File: src/design/hfd_pkg.sv
package hfd_pkg;

  localparam int unsigned NODES_DEF       = 512;
  localparam int unsigned STACK_DEPTH_DEF = 256;

  localparam int unsigned SYM_W      = 8;
  localparam int unsigned OP_W       = 2;
  localparam int unsigned STAT_W     = 2;
  localparam int unsigned IN_DATA_W  = 16;
  localparam int unsigned IN_USER_W  = OP_W;
  localparam int unsigned OUT_DATA_W = SYM_W;
  localparam int unsigned OUT_USER_W = STAT_W;

  localparam logic [OP_W-1:0] OP_NODE  = 2'd0;
  localparam logic [OP_W-1:0] OP_BIT   = 2'd1;
  localparam logic [OP_W-1:0] OP_CLEAR = 2'd2;

  localparam logic [STAT_W-1:0] STAT_OK       = 2'd0;
  localparam logic [STAT_W-1:0] STAT_NO_TREE  = 2'd1;
  localparam logic [STAT_W-1:0] STAT_OVERFLOW = 2'd2;

  typedef struct packed {
    logic             leaf;
    logic [SYM_W-1:0] sym;
  } node_ent_t;

endpackage

File: src/design/hfd_stack.sv
module hfd_stack #(
  parameter int unsigned NODES       = hfd_pkg::NODES_DEF,
  parameter int unsigned STACK_DEPTH = hfd_pkg::STACK_DEPTH_DEF
) (
  input  logic                             clk,
  input  logic                             rd_en,
  input  logic [$clog2(STACK_DEPTH)-1:0]   rd_addr,
  output logic [$clog2(NODES)-1:0]         rd_data,
  input  logic                             wr_en,
  input  logic [$clog2(STACK_DEPTH)-1:0]   wr_addr,
  input  logic [$clog2(NODES)-1:0]         wr_data
);
  import hfd_pkg::*;

  localparam int unsigned IDXW = $clog2(NODES);

  logic [IDXW-1:0] stk_mem [STACK_DEPTH];

  always_ff @(posedge clk) begin
    if (wr_en) begin
      stk_mem[wr_addr] <= wr_data;
    end
    if (rd_en) begin
      rd_data <= stk_mem[rd_addr];
    end
  end

endmodule

File: config.mk
export PLATFORM = sky130hd
export DESIGN_NAME = hfd_stack
export DESIGN_NICKNAME = d
export VERILOG_FILES = /design/src/design/hfd_pkg.sv /design/src/design/hfd_stack.sv
export SDC_FILE = /design/constraint.sdc
export NUM_CORES = 2
export LEC_CHECK = 0
export BUFFER_PORTS_ARGS = -buffer_cell sky130_fd_sc_hd__buf_2
export CAP_MARGIN = 20
export CORE_ASPECT_RATIO = 1.4
export CORE_MARGIN = 2
export CORE_UTILIZATION = 63
export DETAILED_ROUTE_END_ITERATION = 7
export HOLD_SLACK_MARGIN = 0.05
export PLACE_DENSITY = 0.77
export SLEW_MARGIN = 20
export SYNTH_ARGS = -nofsm -noshare
export SYNTH_HDL_FRONTEND = slang
export SYNTH_SLANG_ARGS = --single-unit
File: constraint.sdc
create_clock -name clk -period 2.7 [get_ports clk]
set_input_delay 0.27 -clock clk [delete_from_list [all_inputs] [get_ports clk]]
set_output_delay 0.27 -clock clk [all_outputs]
set_load 0.05 [all_outputs]
==> results.yml <==
setup_path:
  cpLargestDelayFamily: "compound AO/OA/AOI/OAI gates"
  reg2reg_to: "rd_data[0]"
  cp_data_arrival_time_ps: 3270
  critPathBufInv: 2
  critical_path_class: "flip-flop to flip-flop"
  r2r_setup_slack_ps: 8
  startpoint_type: "flip-flop"
  r2r-start: "stk_mem[194][0]"
  critPathMostFrequentCell: "buf_4"
  critical_path.endpoint_type: "flip-flop"
  cp.required_ps: 3280
  reg2reg_depth: 8
  path_cells: "mux4_2 -> a22o_1 -> a221oi_1 -> buf_4 -> o32ai_1 -> nor3_1 -> buf_4 -> nor4_1"
  crit_path_max_incr_delay_ps: 530
  slowest_stage: "mux4_2"
  worst-path-max-fanout: 1
place:
  dp_hpwl_um: 148000
  place_congestion: 0.946
  portBuffers: 36
  pre_cts_ws_ps: -965
route:
  vias_per_cell: 7.05
  wire_per_inst_um: 34.5
  drtPass1Iterations: 6
  wl_met3_um: 25400
  wl_met2_um: 119000
  top_layer: "met5"
  via_count: 48800
  drc: 0
  wl_um: 239000
  first_iter_violations: 7669
  antenna_left: 0
  m1WireLength_um: 77700
floorplan:
  dieArea_um2: 145000
  core.rowCount: 163
  core_area_um2: 141000
  dieHeight_um: 450
  initial_core_util: 0.634
  ios: 37
  die_w_um: 322
yosys:
  syn-num-nets: 4265
  ys_seq_area_frac: 0.777
  synth_common_cells: "2313 x edfxtp_1, 467 x mux4_2, 305 x nor2_1"
  synth-seq-cells: 2313
  synth_most_common_cell: "edfxtp_1"
  muxShareOfSynthArea: 0.143
  ys_warn_count: 0
  synth_area_leaders: "edfxtp_1 78%, mux4_2 12%, mux2i_1 2.0%, a22oi_1 1.5%, nor2_1 1.3%"
  synth_cell_types: 56
  synth_cells: 4237
  syn_area_per_cell_um2: 21.1
  synthSimpleGateAreaFrac: 0.0250
  synth-main-ff-cell: "edfxtp_1"
  synth_adder_area_share: 0
  postSynth.asyncResetShare: 0
  yosys.area.top_type: "edfxtp_1"
  synth-xor-area-share: 0
  mappedNetlistArea_um2: 89400
  synth_top_family_by_area: "multiplexers"
  synth-edff-count: 2313
  synth_compound_area_frac: 0.0375
  yosysTopAreaCellShare: 0.777
timing:
  fin_worst_skew_ps: 21.9
  clock.fmax_ghz: 0.371
  setup_viol_count_final: 0
  worst_pin_slew_ps: 1130
  drv_slew: 0
  final_hold_viol_count: 0
  relSlewSlack: 0.250
  finalCritPeriodShare: 0.997
  rsz0062_at_grt: "no"
  worst_slack_ps: 7.85
  finalCriticalPeriod_ps: 2690
  whs_ps: 67.4
global_route:
  grt_max_degree: 98
  grt_first_pass_wirelength_um: 344000
  grt_use_total: 0.336
  antenna_found_initial: 6
  grt-ovfl-total: 0
  grt_pass1_vias: 48700
pwr:
  leakagePower_nw: 33.3
  p_per_area_nw_per_um2: 702
  p_total_w: 0.0723
  p_sw_w: 0.0154
  peakVddDrop_v: 0.000699
  clkPwrFrac: 0.394
  switching_share: 0.213
  p_comb_frac: 0.058
  pwr-share-seq: 0.548
  power.internal_w: 0.0569
finish:
  nFillCells: 7480
  area_delta_synth_final_pct: 15.2
  nets: 4892
  drive_above_1_share: 0.295
hold_path:
  holdCritPathClass: "primary input to flip-flop"
  worstHoldStart: "wr_data[3]"
  holdPathStages: 1
  hold_path_end: "stk_mem[150][3]"
run_status:
  outcome: "complete, no violations"
cts:
  cts_buffers: 190
  cts_setup_buffers: 0
  path_clk_slew_ps: 70
  clock_sinks: 2313
  h-tree-depth: 4
  insertion_delay_ps: 840
  cts_tree: "done"
  cts-root-buf: "clkbuf_16"
  cts_buffer_depth: 3
run:
  cap_violations: 0
sequential cells by signal, summed over array words and instances, names as in the netlist:
signal	count
stk_mem	2304
rd_data	9
power groups by stage:
stage	clock network [W]	logic (W)	registers, W
6_report	0.0285	0.00417	0.0396
4_1_cts	0.0286	0.00410	0.0396
3_3_place_gp	0	0.00395	0.0404
3_5_place_dp	0	0.00403	0.0404
2_1_floorplan	0	0.00188	0.0404
5_1_grt	0.0297	0.00429	0.0396
metal layers:
layer  track usage  vias to the layer above
li1              -                    19000
met1         0.429                    24900
met2         0.547                     4050
met3        0.0614                      803
met4         0.193                        8
met5             0                        -
layout by cell type (no fill, tap or decap), drive strengths merged, types with 11 or more instances in the layout:
master and n:
mux2i 177, a22oi 174, bufinv 27, clkinv 101, a21oi 98, edfxtp 2313, nand2 40, clkbuf 221
nand3 31, nor2 305, o22ai 65, mux4 476, nor4 27, o21ai 36, a221oi 11, o221ai 36
buf 679, nand4 11, a211oi 26, mux2 21, nor2b 28, nor3 21
per-stage QoR:
stage	util	setup TNS [ps]	cells	cell area, um2
2_1_floorplan	-	0	4237	89400
3_3_place_gp	0.685	-4420	6563	96500
3_5_place_dp	0.685	-4740	6563	96500
4_1_cts	0.730	0	6921	103000
5_1_grt	0.730	0	6921	103000
6_report	0.731	0	6925	103000
what timing repair did:
item,CTS,global route
endpoints found under the hold margin,153,0
hold buffers,6,0
resized for setup,3,4
setup endpoints to repair,3,3
worst reg2reg max path: stages, from the launching register on:
cell and delay (ps):
edfxtp_1 420, mux4_2 530, a22o_1 200, a221oi_1 280
buf_4 180, o32ai_1 80, nor3_1 470, buf_4 230
nor4_1 60
cells by family after synthesis:
| group | count (synthesis) |
|---|---|
| muxes | 674 |
| buffers and inverters | 261 |
| DFF | 2313 |
| and+or+nand+nor | 500 |
| AOI/OAI and AO/OA | 489 |
how the worst max path moves through the flow:
| stage | from | end | slack, ps | cells after the start |
|---|---|---|---|---|
| after floorplan | rd_addr[0] | rd_data[7] | 470 | 9 |
| after global placement | rd_addr[0] | rd_data[2] | -860 | 9 |
| after detailed placement | rd_addr[0] | rd_data[2] | -960 | 9 |
| after CTS | stk_mem[230][7] | rd_data[7] | 10 | 7 |
| after global routing | stk_mem[194][0] | rd_data[0] | 60 | 8 |
| final | stk_mem[194][0] | rd_data[0] | 8 | 8 |
final cells by class:
| class | count | area, um2 | area share |
|---|---|---|---|
| inverters | 2 | 7.51 | 0.0000729 |
| multi-input cells | 1663 | 18400 | 0.179 |
| diodes | 4 | 10.0 | 0.0000972 |
| flip-flops and latches | 2313 | 69500 | 0.675 |
| repair buffers | 694 | 6300 | 0.0612 |
| clock inverters | 140 | 1440 | 0.0140 |
| well taps | 1897 | 2370 | 0.0231 |
| clock buffers | 212 | 4920 | 0.0478 |
Note: power is estimated with default switching activity, not from simulation.
